**config.mk**
```make
export PLATFORM = sky130hd
export DESIGN_NAME = byte_ring_with_mark_search
export DESIGN_NICKNAME = d
export VERILOG_FILES = /design/src/rtl/core/brms_pkg.sv /design/src/rtl/core/brms_ram.sv /design/src/rtl/core/byte_ring_with_mark_search.sv
export SDC_FILE = /design/constraint.sdc
export NUM_CORES = 1
export LEC_CHECK = 0
export BUFFER_PORTS_ARGS = -buffer_cell sky130_fd_sc_hd__buf_2
export CORE_ASPECT_RATIO = 1.75
export CORE_MARGIN = 2
export CORE_UTILIZATION = 50
export CTS_CLUSTER_SIZE = 10
export DETAILED_ROUTE_END_ITERATION = 7
export PLACE_DENSITY = 0.73
export SLEW_MARGIN = 20
export SYNTH_ARGS = -nofsm -noshare
export SYNTH_HDL_FRONTEND = slang
export SYNTH_SLANG_ARGS = --single-unit
```
**constraint.sdc**
```tcl
create_clock -name clk -period 8.6 [get_ports clk]
set_input_delay 1.29 -clock clk [delete_from_list [all_inputs] [get_ports clk]]
set_output_delay 1.29 -clock clk [all_outputs]
set_load 0.02 [all_outputs]
```
**src/rtl/core/brms_pkg.sv**
```systemverilog
// ----------------------------------------------------------------------------
// brms_pkg: shared types and codes for the byte ring with mark search
// command, status and state encodings, register map and reset values
// ----------------------------------------------------------------------------
package brms_pkg;

  typedef enum logic [1:0] {
    CMD_PUSH    = 2'd0,
    CMD_TO_MARK = 2'd1,
    CMD_ALL     = 2'd2,
    CMD_DISCARD = 2'd3
  } cmd_t;

  typedef enum logic [1:0] {
    STAT_DATA     = 2'd0,
    STAT_NONE     = 2'd1,
    STAT_OVERFLOW = 2'd2
  } status_t;

  typedef enum logic [2:0] {
    ST_IDLE,
    ST_SCAN,
    ST_EMIT_RD,
    ST_EMIT_WR,
    ST_RESP
  } state_t;

  // register index, taken from paddr[2]
  localparam logic REG_MARK_LENGTH = 1'b0;
  localparam logic REG_MARK_BYTES  = 1'b1;

  localparam logic [2:0]  MARK_LENGTH_RST = 3'd2;
  localparam logic [31:0] MARK_BYTES_RST  = 32'h0000_0A0D;

endpackage

```
**src/rtl/core/brms_ram.sv**
```systemverilog
// ----------------------------------------------------------------------------
// brms_ram: generic single-write, single-read RAM
// one write port, one read port with registered read data held between reads
// ----------------------------------------------------------------------------
module brms_ram #(
  parameter int WIDTH = 8,
  parameter int DEPTH = 64,
  localparam int ADDR_W = $clog2(DEPTH)
) (
  input  logic              clk,
  input  logic              wr_en,
  input  logic [ADDR_W-1:0] wr_addr,
  input  logic [WIDTH-1:0]  wr_data,
  input  logic              rd_en,
  input  logic [ADDR_W-1:0] rd_addr,
  output logic [WIDTH-1:0]  rd_data
);

  logic [WIDTH-1:0] mem [DEPTH];

  always_ff @(posedge clk) begin
    if (wr_en) begin
      mem[wr_addr] <= wr_data;
    end
    if (rd_en) begin
      rd_data <= mem[rd_addr];
    end
  end

endmodule

```
**src/rtl/core/byte_ring_with_mark_search.sv**
```systemverilog
// ----------------------------------------------------------------------------
// byte_ring_with_mark_search: circular byte store with delimiter extraction
// push, consume-to-mark, consume-all and discard over a DEPTH-byte ring
// ----------------------------------------------------------------------------
// Sequencing: a push or a discard completes in the idle state that takes it,
// and the block stays idle and ready for another request; a push into a full
// store first hands out its overflow status from the response state. Consume-
// all hands out the N stored bytes one at a time, as the single RAM read port
// fetches one byte and the result register then takes it. A consume-to-mark
// first walks the store through the same read port, one byte a cycle, feeding
// a window of the last MAX_MARK bytes into one shared mark comparator, until
// the mark is found or every stored byte has been seen (a miss); then it hands
// out each byte up to the end of the mark in the same way. A stalled output
// holds a run in place. The request channel is stalled for the whole run of a
// consume command; the store itself needs no clearing pass after reset.
// ----------------------------------------------------------------------------
module byte_ring_with_mark_search #(
  parameter int DEPTH    = 64,
  parameter int MAX_MARK = 4
) (
  input  logic        clk,
  input  logic        rst,
  // configuration
  input  logic        psel,
  input  logic        penable,
  input  logic        pwrite,
  input  logic [2:0]  paddr,
  input  logic [31:0] pwdata,
  output logic [31:0] prdata,
  output logic        pready,
  // request channel
  input  logic        item_valid,
  output logic        item_stall,
  input  logic [1:0]  cmd,
  input  logic [7:0]  data_in,
  input  logic [6:0]  count,
  // result channel
  output logic        result_valid,
  input  logic        result_stall,
  output logic [7:0]  data_out,
  output logic        last,
  output logic [1:0]  status
);

  localparam int PTR_W  = $clog2(DEPTH);
  localparam int FILL_W = $clog2(DEPTH + 1);
  localparam int SUM_W  = PTR_W + 2;
  localparam int CMP_W  = (FILL_W > 3) ? FILL_W : 3;

  // configuration registers
  logic [2:0]  mark_length;
  logic [31:0] mark_bytes;

  // ring pointers and fill level
  logic [PTR_W-1:0]  rp;
  logic [PTR_W-1:0]  wp;
  logic [FILL_W-1:0] fill;

  // sequencer
  brms_pkg::state_t  state;
  brms_pkg::state_t  state_next;
  logic [PTR_W-1:0]  walk_ptr;      // next store address to read
  logic [FILL_W-1:0] issue_cnt;     // reads issued during the scan
  logic [FILL_W-1:0] seen_cnt;      // bytes already through the window
  logic              rd_pend;       // read data arrives this cycle
  logic [FILL_W-1:0] total;         // bytes to hand out in this run
  logic [FILL_W-1:0] idx;           // bytes handed out so far
  logic [MAX_MARK-1:0][7:0] window; // newest byte at position 0
  brms_pkg::status_t resp_status;

  // result register
  logic              out_valid;
  logic [7:0]        out_data;
  logic              out_last;
  brms_pkg::status_t out_status;

  // store
  logic              ram_wr_en;
  logic              ram_rd_en;
  logic [7:0]        ram_rd_data;

  // control decoded from the state
  brms_pkg::cmd_t    cmd_code;
  logic              item_acc;
  logic              slot_free;
  logic              full;
  logic              issue;
  logic              scan_hit;
  logic              scan_miss;
  logic              emit_fire;
  logic              emit_final;
  logic              resp_fire;
  logic              cfg_wr;

  // walk pointer step with wrap
  logic [PTR_W-1:0]  walk_inc;
  logic [PTR_W-1:0]  wp_inc;

  // discard arithmetic
  logic [FILL_W-1:0] disc_n;
  logic [SUM_W-1:0]  disc_sum;
  logic [PTR_W-1:0]  disc_ptr;

  // mark comparator
  logic [2:0]               mlen;
  logic [MAX_MARK-1:0][7:0] window_next;
  logic [MAX_MARK-1:0][7:0] mark_aligned;
  logic [MAX_MARK-1:0]      mark_mask;
  logic [FILL_W-1:0]        seen_next;
  logic                     window_match;

  assign cmd_code  = brms_pkg::cmd_t'(cmd);
  assign item_acc  = item_valid && (state == brms_pkg::ST_IDLE);
  assign slot_free = !out_valid || !result_stall;
  assign full      = (fill == FILL_W'(DEPTH));
  assign cfg_wr    = psel && penable && pwrite && pready;

  assign walk_inc = (walk_ptr == PTR_W'(DEPTH - 1)) ? '0 : walk_ptr + PTR_W'(1);
  assign wp_inc   = (wp == PTR_W'(DEPTH - 1)) ? '0 : wp + PTR_W'(1);

  // discard count clamped to the fill level, pointer wrap by one subtract
  assign disc_n   = (count > 7'(fill)) ? fill : FILL_W'(count);
  assign disc_sum = SUM_W'(rp) + SUM_W'(disc_n);
  assign disc_ptr = (disc_sum >= SUM_W'(DEPTH)) ? PTR_W'(disc_sum - SUM_W'(DEPTH))
                                                : PTR_W'(disc_sum);

  // effective mark length: zero counts as one, capped at MAX_MARK
  always_comb begin
    if (mark_length == 3'd0) begin
      mlen = 3'd1;
    end else if (int'(mark_length) > MAX_MARK) begin
      mlen = 3'(MAX_MARK);
    end else begin
      mlen = mark_length;
    end
  end

  // mark bytes lined up with the window: mark byte j sits at position mlen-1-j,
  // mark bytes past the 32-bit register read as zero
  always_comb begin
    mark_aligned = '0;
    mark_mask    = '0;
    for (int p = 0; p < MAX_MARK; p++) begin
      mark_mask[p] = (p < int'(mlen));
      for (int j = 0; j < MAX_MARK; j++) begin
        if ((j + p + 1) == int'(mlen)) begin
          mark_aligned[p] = 8'(mark_bytes >> (8 * j));
        end
      end
    end
  end

  // shared comparator on the window after the incoming byte is shifted in
  always_comb begin
    window_match = 1'b1;
    for (int p = 0; p < MAX_MARK; p++) begin
      window_next[p] = (p == 0) ? ram_rd_data : window[(p == 0) ? 0 : p - 1];
      if (mark_mask[p] && (window_next[p] != mark_aligned[p])) begin
        window_match = 1'b0;
      end
    end
  end

  assign seen_next = seen_cnt + FILL_W'(1);

  assign issue      = (state == brms_pkg::ST_SCAN) && (issue_cnt < fill);
  assign scan_hit   = (state == brms_pkg::ST_SCAN) && rd_pend && window_match &&
                      (CMP_W'(seen_next) >= CMP_W'(mlen));
  assign scan_miss  = (state == brms_pkg::ST_SCAN) && !rd_pend && !(issue_cnt < fill);
  assign emit_fire  = (state == brms_pkg::ST_EMIT_WR) && slot_free;
  assign emit_final = ((idx + FILL_W'(1)) == total);
  assign resp_fire  = (state == brms_pkg::ST_RESP) && slot_free;

  // next state
  always_comb begin
    state_next = state;
    case (state)
      brms_pkg::ST_IDLE: begin
        if (item_valid) begin
          case (cmd_code)
            brms_pkg::CMD_PUSH:    state_next = full ? brms_pkg::ST_RESP : brms_pkg::ST_IDLE;
            brms_pkg::CMD_TO_MARK: state_next = brms_pkg::ST_SCAN;
            brms_pkg::CMD_ALL: begin
              state_next = (fill == '0) ? brms_pkg::ST_RESP : brms_pkg::ST_EMIT_RD;
            end
            brms_pkg::CMD_DISCARD: state_next = brms_pkg::ST_IDLE;
            default:               state_next = brms_pkg::ST_IDLE;
          endcase
        end
      end
      brms_pkg::ST_SCAN: begin
        if (scan_hit) begin
          state_next = brms_pkg::ST_EMIT_RD;
        end else if (scan_miss) begin
          state_next = brms_pkg::ST_RESP;
        end
      end
      brms_pkg::ST_EMIT_RD: state_next = brms_pkg::ST_EMIT_WR;
      brms_pkg::ST_EMIT_WR: begin
        if (slot_free) begin
          state_next = emit_final ? brms_pkg::ST_IDLE : brms_pkg::ST_EMIT_RD;
        end
      end
      brms_pkg::ST_RESP: begin
        if (slot_free) begin
          state_next = brms_pkg::ST_IDLE;
        end
      end
      default: state_next = brms_pkg::ST_IDLE;
    endcase
  end

  // outputs of the sequencer
  always_comb begin
    item_stall = (state != brms_pkg::ST_IDLE);
    ram_wr_en  = item_acc && (cmd_code == brms_pkg::CMD_PUSH) && !full;
    ram_rd_en  = issue || (state == brms_pkg::ST_EMIT_RD);
  end

  brms_ram #(
    .WIDTH (8),
    .DEPTH (DEPTH)
  ) u_store (
    .clk     (clk),
    .wr_en   (ram_wr_en),
    .wr_addr (wp),
    .wr_data (data_in),
    .rd_en   (ram_rd_en),
    .rd_addr (walk_ptr),
    .rd_data (ram_rd_data)
  );

  // control registers
  always_ff @(posedge clk) begin
    if (rst) begin
      state       <= brms_pkg::ST_IDLE;
      rp          <= '0;
      wp          <= '0;
      fill        <= '0;
      mark_length <= brms_pkg::MARK_LENGTH_RST;
      mark_bytes  <= brms_pkg::MARK_BYTES_RST;
      out_valid   <= 1'b0;
      rd_pend     <= 1'b0;
    end else begin
      state   <= state_next;
      rd_pend <= issue;

      if (cfg_wr) begin
        if (paddr[2] == brms_pkg::REG_MARK_BYTES) begin
          mark_bytes <= pwdata;
        end else begin
          mark_length <= pwdata[2:0];
        end
      end

      if (emit_fire || resp_fire) begin
        out_valid <= 1'b1;
      end else if (!result_stall) begin
        out_valid <= 1'b0;
      end

      // push and discard finish in the idle cycle that takes the request
      if (item_acc && (cmd_code == brms_pkg::CMD_PUSH) && !full) begin
        wp   <= wp_inc;
        fill <= fill + FILL_W'(1);
      end
      if (item_acc && (cmd_code == brms_pkg::CMD_DISCARD)) begin
        rp   <= disc_ptr;
        fill <= fill - disc_n;
      end

      // the consumed bytes leave the ring with the final one handed out
      if (emit_fire && emit_final) begin
        rp   <= walk_inc;
        fill <= fill - total;
      end
    end
  end

  // datapath registers
  always_ff @(posedge clk) begin
    case (state)
      brms_pkg::ST_IDLE: begin
        if (item_acc) begin
          walk_ptr  <= rp;
          issue_cnt <= '0;
          seen_cnt  <= '0;
          idx       <= '0;
          total     <= fill;
          resp_status <= (cmd_code == brms_pkg::CMD_PUSH) ? brms_pkg::STAT_OVERFLOW
                                                          : brms_pkg::STAT_NONE;
        end
      end
      brms_pkg::ST_SCAN: begin
        if (issue) begin
          issue_cnt <= issue_cnt + FILL_W'(1);
        end
        if (rd_pend) begin
          window   <= window_next;
          seen_cnt <= seen_next;
        end
        // mark ends here: rewind and hand out everything up to it
        if (scan_hit) begin
          walk_ptr <= rp;
          idx      <= '0;
          total    <= seen_next;
        end else if (issue) begin
          walk_ptr <= walk_inc;
        end
      end
      brms_pkg::ST_EMIT_WR: begin
        if (slot_free) begin
          out_data   <= ram_rd_data;
          out_last   <= emit_final;
          out_status <= brms_pkg::STAT_DATA;
          walk_ptr   <= walk_inc;
          idx        <= idx + FILL_W'(1);
        end
      end
      brms_pkg::ST_RESP: begin
        if (slot_free) begin
          out_data   <= '0;
          out_last   <= 1'b1;
          out_status <= resp_status;
        end
      end
      default: begin
      end
    endcase
  end

  assign result_valid = out_valid;
  assign data_out     = out_data;
  assign last         = out_last;
  assign status       = out_status;

  assign pready = 1'b1;
  assign prdata = (paddr[2] == brms_pkg::REG_MARK_BYTES) ? mark_bytes
                                                         : {29'd0, mark_length};

endmodule

```
# --- After elaboration in Yosys (flattened, before gate mapping) ---
# Memories as Yosys holds them, arrays and structs flattened. A register that Yosys moved wholly into a read port is not among the register bits.
# Cells that the tools add are included.
classes:
  addsub: 10
  multipliers: 0
  div_mod_pow: 0
  magnitude_cmp: 9
  n_eq_ne: 32
  shifts: 0
  n_mux: 72
  bitwise_logic: 1
  n_reduce_logical: 48
ops:
  columns: ["op", "n"]
  rows:
  - ["8-bit 2-to-1 mux", 18]
  - ["7-bit 2-to-1 mux", 11]
  - ["6-bit 2-to-1 mux", 9]
  - ["7-bit one-hot mux with 2 select lines", 3]
  - ["32-bit 2-to-1 mux", 1]
  - ["8-bit inequality test", 4]
  - ["7-bit by 1-bit adder with 7-bit output, second input constant", 4]
  - ["3-bit 2-to-1 mux", 9]
  - ["7-bit one-hot mux with 3 select lines", 1]
  - ["1-bit logical AND", 19]
  - ["6-bit one-hot mux with 3 select lines", 1]
  - ["8-bit one-hot mux with 2 select lines", 1]
  - ["3-bit one-hot mux with 5 select lines", 1]
  - ["2-bit inequality test, second input constant", 7]
  - ["7-bit subtractor", 2]
  - ["6-bit by 1-bit adder with 6-bit output, second input constant", 2]
  - ["3-bit equality test, first input constant", 4]
  - ["6-bit equality test, second input constant", 2]
  - ["3-bit one-hot mux with 4 select lines", 1]
  - ["3-bit AND reduction", 4]
  - ["4-bit AND reduction", 3]
  - ["1-bit 2-to-1 mux", 10]
  - ["3-bit nonzero test", 3]
  - ["6-bit by 7-bit adder with 8-bit output", 1]
  - ["30 further kinds", 51]
word_totals:
  reg_bits: 130
  latch_bits: 0
  mem_bits_rw: 512
  mem_bits_ro: 0
  wordCells: 193
  n_memories: 1
memory_table:
  columns: ["name", "depth", "word_bits", "rd", "rd_clocked_by_memory_dff", "wr", "line", "text"]
  rows:
  - ["u_store.mem", 64, 8, 1, 1, 1, "brms_ram.sv:19", "logic [WIDTH-1:0] mem [DEPTH];"]

# --- Depth between registers and ports, before layout ---
# Gate-level depths: netlist of run 1.
logic_depth:
  word_depth: 18
  depth_mapped: 21

# --- Hierarchy ---
# Synthesis of run 1 repeated with hierarchy kept, for this count alone.
unflattened:
  hier_cells: 1781
  hier_area_um2: 28139.5
modules_own_cells:
  columns: ["mod", "instances", "cells_per_inst", "area_each_um2", "seq_area_each_um2"]
  rows:
  - ["brms_ram", 1, 940, 20246.9, 15615.0]
  - ["byte_ring_with_mark_search", 1, 841, 7892.6, 3313.2]

# --- Worst setup path after synthesis of run 1 ---
# OpenSTA, ideal clock, no wires.
synth_path:
  path_kind: "input-to-reg"
  from: "input count[4]"
  to: "register fill[6]"
  setup_ns: 0.141
  t_arrival_ns: 4.361
  required_ns: 8.459
  setup_slack_ns: 4.098
  cell_stages: 19
  n_path_buf: 1
  path_cell_list: "ha_1 > a21oi_1 > nor2_1 > a211o_1 > o21bai_1 > clkbuf_1 > nand2_1 > o21ai_0 > o22a_1 > ha_1 > inv_1 > fa_1 > a21o_1 > a21oi_1 > o21bai_1 > a21oi_1 > nor3_1 > a31oi_1 > o2111ai_1"
synth_between:
  elab_chain_len: 5
synth_rtl:
  columns: ["element", "line", "text"]
  rows:
  - ["from (decl)", "byte_ring_with_mark_search.sv:36", "input logic [6:0] count,"]
  - ["7-bit > comparator", "byte_ring_with_mark_search.sv:122", "assign disc_n = (count > 7'(fill)) ? fill : FILL_W'(count);"]
  - ["7-bit 2-to-1 mux (*)", "byte_ring_with_mark_search.sv:122", null]
  - ["7-bit subtractor (*)", "byte_ring_with_mark_search.sv:269", "fill <= fill - disc_n;"]
  - ["7-bit 2-to-1 mux (*)", "byte_ring_with_mark_search.sv:267", "if (item_acc && (cmd_code == brms_pkg::CMD_DISCARD)) begin"]
  - ["7-bit 2-to-1 mux (*)", "byte_ring_with_mark_search.sv:273", "if (emit_fire && emit_final) begin"]
  - ["to (signal assigned)", "byte_ring_with_mark_search.sv:265", "fill <= fill + FILL_W'(1);"]
  - ["to (signal assigned)", "byte_ring_with_mark_search.sv:269", null]
  - ["to (signal assigned)", "byte_ring_with_mark_search.sv:275", "fill <= fill - total;"]
  - ["to (decl)", "byte_ring_with_mark_search.sv:57", "logic [FILL_W-1:0] fill;"]
# Mark *: on every way between the ends. The rest lies on a longest branch, timed or not.
# A chain may end at the register's enable or synchronous reset.

# --- Worst setup path after layout of run 1 ---
# Same ends and word-level chain as after synthesis.

==> results of run 1 <==
-- worst max-delay path, delay by kind of cell --
kind                       cells  cell delay, ps
AOI/OAI and AO/OA             11            2630
adders and majority gates      3             900
buffers and inverters          2             180
and+or+nand+nor                3             240
-- placed cells by master (no fill, tap or decap), types with 33 or more instances in the layout --
master,netlist,layout
edfxtp_1,591,591
nand2_1,143,143
nor2_1,137,136
a21oi_1,123,123
mux2i_1,120,120
buf_2,7,98
clkbuf_16,0,76
mux4_2,72,72
dfxtp_1,59,59
o21ai_0,51,51
o22ai_1,44,44
clkbuf_1,83,40
mux2_2,37,37
and2_1,37,36
xnor2_1,34,34
inv_1,33,33
o221ai_1,33,33
-- path summary, 6_finish.rpt --
path | start | to | slack [ps]
worst max register to register | fill[6] | fill[6] | 3960
worst min register to register | window[10] | window[18] | 460
worst max-delay path | count[4] | fill[6] | 3780
worst min-delay path | window[10] | window[18] | 460
-- kinds of logic after synthesis --
family | Yosys count | share of synthesized area (%)
AO/OA/AOI/OAI | 320 | 7.119
XOR/XNOR | 63 | 2.124
adder cells (fa/ha/maj) | 34 | 1.574
buffers and inverters | 139 | 1.963
flip-flops | 650 | 67.64
multiplexers | 235 | 11.90
other | 1 | 0.01340
AND/OR/NAND/NOR | 448 | 7.664
-- report_power, final --
part	switching [mW]	internal, mW
Sequential	0.0996	3.55
Combinational	0.933	0.611
Clock	1.17	1.63
Total	2.21	5.79
-- registers in the layout, summed over array words and instances (netlist names) --
name,cells
last,1
resp_status,2
window,24
rd_pend,1
mark_length,3
fill,7
seen_cnt,7
u_store.mem,512
rp,6
status,2
state,3
idx,7
total,7
walk_ptr,6
data_out,8
wp,6
issue_cnt,7
u_store.rd_data,8
result_valid,1
mark_bytes,32
-- layer usage --
layer	up-vias	routed length [µm]
met2	632	35520
li1	7460	-
met3	189	3485
met5	-	8
met4	2	3643
met1	8260	22680
-- final cells by class --
| cell class | instances | share of cell area, % |
|---|---|---|
| clock inverter | 6 | 0.2363 |
| multi-input combinational | 1101 | 27.25 |
| timing repair buffer | 121 | 2.163 |
| sequential | 650 | 60.60 |
| inverter | 33 | 0.3966 |
| tap | 696 | 2.788 |
| clock buffer | 116 | 6.569 |
==> flow_metrics.tcl, run 1 <==
set metrics [dict create \
    clk_pin_slew_ps 60 \
    ys_top_cells_by_count "591 x edfxtp_1, 143 x nand2_1, 137 x nor2_1" \
    cp_max_fo 12 \
    synth_top_area_share_pct 63.42 \
    max_freq_ghz 0.2077 \
    synth_edf_count 591 \
    die_x_um 182.8 \
    avgSynthCellArea_um2 14.81 \
    tightest_slew_ps 1139 \
    clock_path_buffers 3 \
    initial_core_util_pct 50.56 \
    cts_tree "done" \
    syn_nets 1983 \
    wirelength_um 65340 \
    ys_seq_elements 650 \
    finalHoldViolations 0 \
    layout.nets 2075 \
    yosysMostFrequentCell "edfxtp_1" \
    fillCellCount 4278 \
    crit_required_ps 9040 \
    cp_slowest_cell "o21bai_1" \
    drv_cap 0 \
    cts_setup_buffers 0 \
    setup-violations-final 0 \
    seqCellArea_um2 18930 \
    yosysWarnings 0 \
    post-route-period-util_pct 55.99 \
    netlist_area_um2 27980 \
    max-slew-margin-rel_pct 23.61 \
    grt_util_met1_pct 24.34 \
    dp_hpwl_um 42600 \
    utilization_pct 56.44 \
    postCtsResizedCells 0 \
    placed_cell_area_um2 29100 \
    dieArea_um2 57950 \
    grtUsageTotal_pct 22.73 \
    coreArea_um2 55340 \
    grt.met3_usage_pct 3.619 \
    place_ws_ps 3333 \
    min_period_ps 4815 \
    dr.pass1.iters 7 \
    finClkSkew_ps 20.95 \
    antenna_found_initial 1 \
    grt_pass1_vias 16980 \
    cp.arrival_ps 5250 \
    hold_path_class "flop to flop" \
    drt_iter0_markers 1299 \
    ctsHoldBuffers 0 \
    placed_cells 2601 \
    setup_slack_ps 3785 \
    p_leak_nw 10.45 \
    ys_seq_area_share_pct 67.64 \
    fin_cells 2723 \
    grt_pass1_wl_um 99360 \
    gp_congestion 0.9262 \
    clk_latency_ps 600 \
    cpMostUsedCell "a21oi_1" \
    syn_to_final_growth_pct 11.63 \
    crit_path_end_kind "flop" \
    remaining_drc_errors 0 \
    overflow 0 \
    die_h_um 316.9 \
    synth_top_area_cell "edfxtp_1" \
    cts_made_buffers 75 \
    viasPerCell 6.075 \
    path_class "primary input to flop" \
    worst_setup_path_start_kind "primary input" \
    synthTopCellsByArea "edfxtp_1 63%, mux4_2 5.8%, mux2i_1 4.3%" \
    rsz0062_at_grt "no" \
    ant_nets 0 \
    diodes 0 \
    finalPower_mw 7.998 \
    hold_path_depth 0 \
    grt_max_degree 138 \
    clockRootBuffer "clkbuf_16" \
    status "completed" \
    final_max_slew_viol_count 0 \
    cts.sinks 650 \
    fin_hold_ws_ps 464.6 \
    grt_busiest_layer "met2" \
    use_met2_pct 42.40 \
    ys_async_sr_fraction_pct 0 \
    std_cell_rows 114 \
    portBuffers 101 \
    drive_gt1_share_pct 16.38 \
    wl_per_cell_um 24.00 \
    vias 16540 \
    multi_input_area_um2 8511 \
    tns_ps 0 \
    cpPeakStageDelay_ps 600 \
    synth_ff_type "edfxtp_1" \
    cp_cell_sequence "buf_2, ha_1, a21oi_1, nor2_1, a211o_1, o21bai_1, nand2_1, o21ai_0, o22a_1, ha_1, inv_1, fa_1, a21o_1, a21oi_1, o21bai_1, a21oi_1, nor3_1, a31oi_1, o2111ai_1" \
    synth_cell_types 72 \
    reg2reg_depth 19 \
    fin_area_um2 31240 \
    syn_inst 1890 \
    io-pin-count 105 \
    power_density_nw_per_um2 256.0 \
    peakVddDrop_v 0.0001700 \
    htree_levels 3 \
]
Note: power is estimated with default switching activity, not from simulation.
==> run 2: changes to the inputs <==
ABC_AREA = 1   (was not set)
PLACE_DENSITY = 0.75   (was 0.73)
clock period = 3.9 ns   (was 8.6 ns; I/O delays follow)
==> run 2 against run 1 <==
- routed wire length increased by 15%
- sequential share of layout area decreased by 1.5 points
- combinational power increased to 4.0 times the previous value
- count of clock-buffer cells in the layout decreased by 4
- first-iteration DRC count increased by 52%
- utilization increased by 1.4 points
- via count increased by 26%
- power increased to 2.6 times the previous value
- worst setup slack got worse by 3300 ps
- largest cell class unchanged
- highest routed layer is now met4
==> flow_metrics.tcl, run 2 <==
set metrics [dict create \
    synth_top_area_cell "edfxtp_1" \
    syn_to_final_growth_pct 14.00 \
    tightest_slew_ps 1039 \
    met1_length_um 25080 \
    avgSynthCellArea_um2 10.81 \
    viasPerCell 5.952 \
    synth_edf_count 591 \
    max-slew-margin-rel_pct 30.73 \
    synth_cell_types 46 \
    cp_cell_sequence "ha_1, nand4_1, nor2_1, xnor2_1, nand2_1, nand2_1, nor2_1, nand3_1, o22ai_1, inv_1, ha_1, inv_1, fa_1, nand3_1, nand2_1, nand2_1, nand2_1, a21oi_1, inv_1, nand2_1, nand3_1, o21ai_0, nor2_1" \
    cpMostUsedCell "nand2_1" \
    overflow 0 \
    yosysWarnings 0 \
    peakVddDrop_v 0.0004512 \
    antenna_found_initial 0 \
    crit_required_ps 4400 \
    largest_register_ffs 512 \
    rsz0062_at_grt "no" \
    drive_gt1_share_pct 11.55 \
    hold_path_class "primary input to flop" \
    cpPeakStageDelay_ps 440 \
    initial_core_util_pct 50.73 \
    status "completed" \
    path_buf_inv 3 \
    std_cell_rows 114 \
    top_regs "u_store.mem (512), mark_bytes (32), window (24)" \
    layout.nets 2848 \
    ctsHoldBuffers 0 \
    cts_setup_buffers 0 \
    p_leak_nw 11.68 \
    tns_ps 0 \
    synth_top_area_share_pct 63.21 \
    remaining_drc_errors 0 \
    wl_per_cell_um 21.51 \
    layout_common_cells "591 x edfxtp_1, 535 x nor2_1, 390 x o21ai_0" \
    finClkSkew_ps 29.32 \
    critPathLaunch "idx[0]" \
    cp_slowest_cell "edfxtp_1" \
    path_class "flop to flop" \
    grt_pass1_wl_um 113900 \
    ys_seq_elements 650 \
    syn_nets 2690 \
    cp_top_family "simple AND/OR/NAND/NOR gates" \
    met2_length_um 39520 \
    power_density_nw_per_um2 650.0 \
    setup_slack_ps 484.4 \
    cp.arrival_ps 3920 \
    place_ws_ps 322.5 \
    io-pin-count 105 \
    ys_async_sr_fraction_pct 0 \
    max_freq_ghz 0.2928 \
    setup-violations-final 0 \
    clk_pin_slew_ps 60 \
    cts_tree "done" \
    clock_path_buffers 3 \
    min_period_ps 3416 \
    postCtsResizedCells 0 \
    post-route-period-util_pct 87.58 \
    die_x_um 183.1 \
    grt_pass1_vias 20840 \
    cts_made_buffers 75 \
    cts.sinks 650 \
    dr.max_layer_used "met4" \
    clockRootBuffer "clkbuf_16" \
    final_max_slew_viol_count 0 \
    dr.pass1.iters 8 \
    diodes 0 \
    route.met3.wl_um 4995 \
    netlist_area_um2 28070 \
    vias 20780 \
    clk_latency_ps 610 \
    dieArea_um2 58140 \
    top_register "u_store.mem" \
    wirelength_um 75110 \
    layout_commonest_cell "edfxtp_1" \
    grtUsageTotal_pct 25.56 \
    portBuffers 101 \
    finalHoldViolations 0 \
    die_h_um 317.5 \
    yosysMostFrequentCell "edfxtp_1" \
    worst_setup_path_start_kind "flop" \
    drt_iter0_markers 1978 \
    grt_max_degree 163 \
    gp_congestion 0.9419 \
    htree_levels 3 \
    cp_max_fo 5 \
    hold_start "pwdata[11]" \
    r2r_start "idx[0]" \
    utilization_pct 57.83 \
    ys_top_cells_by_count "591 x edfxtp_1, 535 x nor2_1, 390 x o21ai_0" \
    ant_nets 0 \
    dp_hpwl_um 48860 \
    syn_inst 2597 \
    drv_cap 0 \
    coreArea_um2 55340 \
    fillCellCount 4379 \
    ys_seq_area_share_pct 67.42 \
    crit_path_end_kind "flop" \
    synthTopCellsByArea "edfxtp_1 63%, nor2_1 7.2%, o21ai_0 7.0%" \
    synth_ff_type "edfxtp_1" \
]
==> run 2: cell count changes after synthesis, moves of 76 or more <==
cell     previous run  this run
a21oi_1           123        47
o21ai_0            51       390
mux2i_1           120         0
nor2_1            137       535
nand2_1           143       299
o22ai_1            44       163
inv_1              33       135
==> run 2: cell families after synthesis <==
group | Yosys count | share of synthesized area, %
AO/OA/AOI/OAI | 642 | 12.59
XOR/XNOR | 23 | 0.7175
adder cells (fa/ha/maj) | 34 | 1.569
buffers and inverters | 283 | 3.900
flip-flops | 650 | 67.42
other | 1 | 0.01336
AND/OR/NAND/NOR | 964 | 13.78
==> run 2: layout make-up <==
cell class	instances	area, µm²	share of cell area [%]
tap	696	870.8	2.721
clock buffer	112	2079	6.497
inverter	144	548.0	1.712
timing repair buffer	220	1461	4.566
sequential	650	18930	59.14
clock inverter	6	66.31	0.2072
multi-input combinational	1664	8051	25.16
==> run 2: power breakdown <==
group	switching, mW	total [mW]	internal, mW
Combinational	4.37	6.20	1.83
Clock	2.63	6.29	3.66
Sequential	0.284	8.32	8.03
==> run 2: worst min-delay path, cell delays in order <==
cell	delay (ps)
buf_2	70
nand2_1	40
nand3_1	60
==> run 2: routing by layer <==
layer | up-vias | global-route usage (%)
li1 | 9518 | -
met1 | 9949 | 26.71
met2 | 1042 | 46.03
met3 | 274 | 3.651
met4 | 0 | 19.06
met5 | - | 0
==> run 2: metrics by stage <==
stage | instance area, µm² | instances | hold slack (ps) | power [mW]
finish | 32010 | 3492 | 186.1 | 20.81
detailed placement | 29860 | 3374 | 453.1 | 14.49
global placement | 29860 | 3374 | 430.7 | 14.27
global route | 32010 | 3492 | 185.9 | 21.68
CTS | 32010 | 3492 | 167.7 | 20.75
floorplan | 28070 | 2597 | 426.4 | 12.30
==> run 2: final timing paths <==
check	cells past startpoint	slack, ps	end
worst max-delay path	23	480	fill[6]
worst min-delay path	3	190	mark_bytes[11]
worst max register to register	23	480	fill[6]
worst min register to register	0	470	window[8]
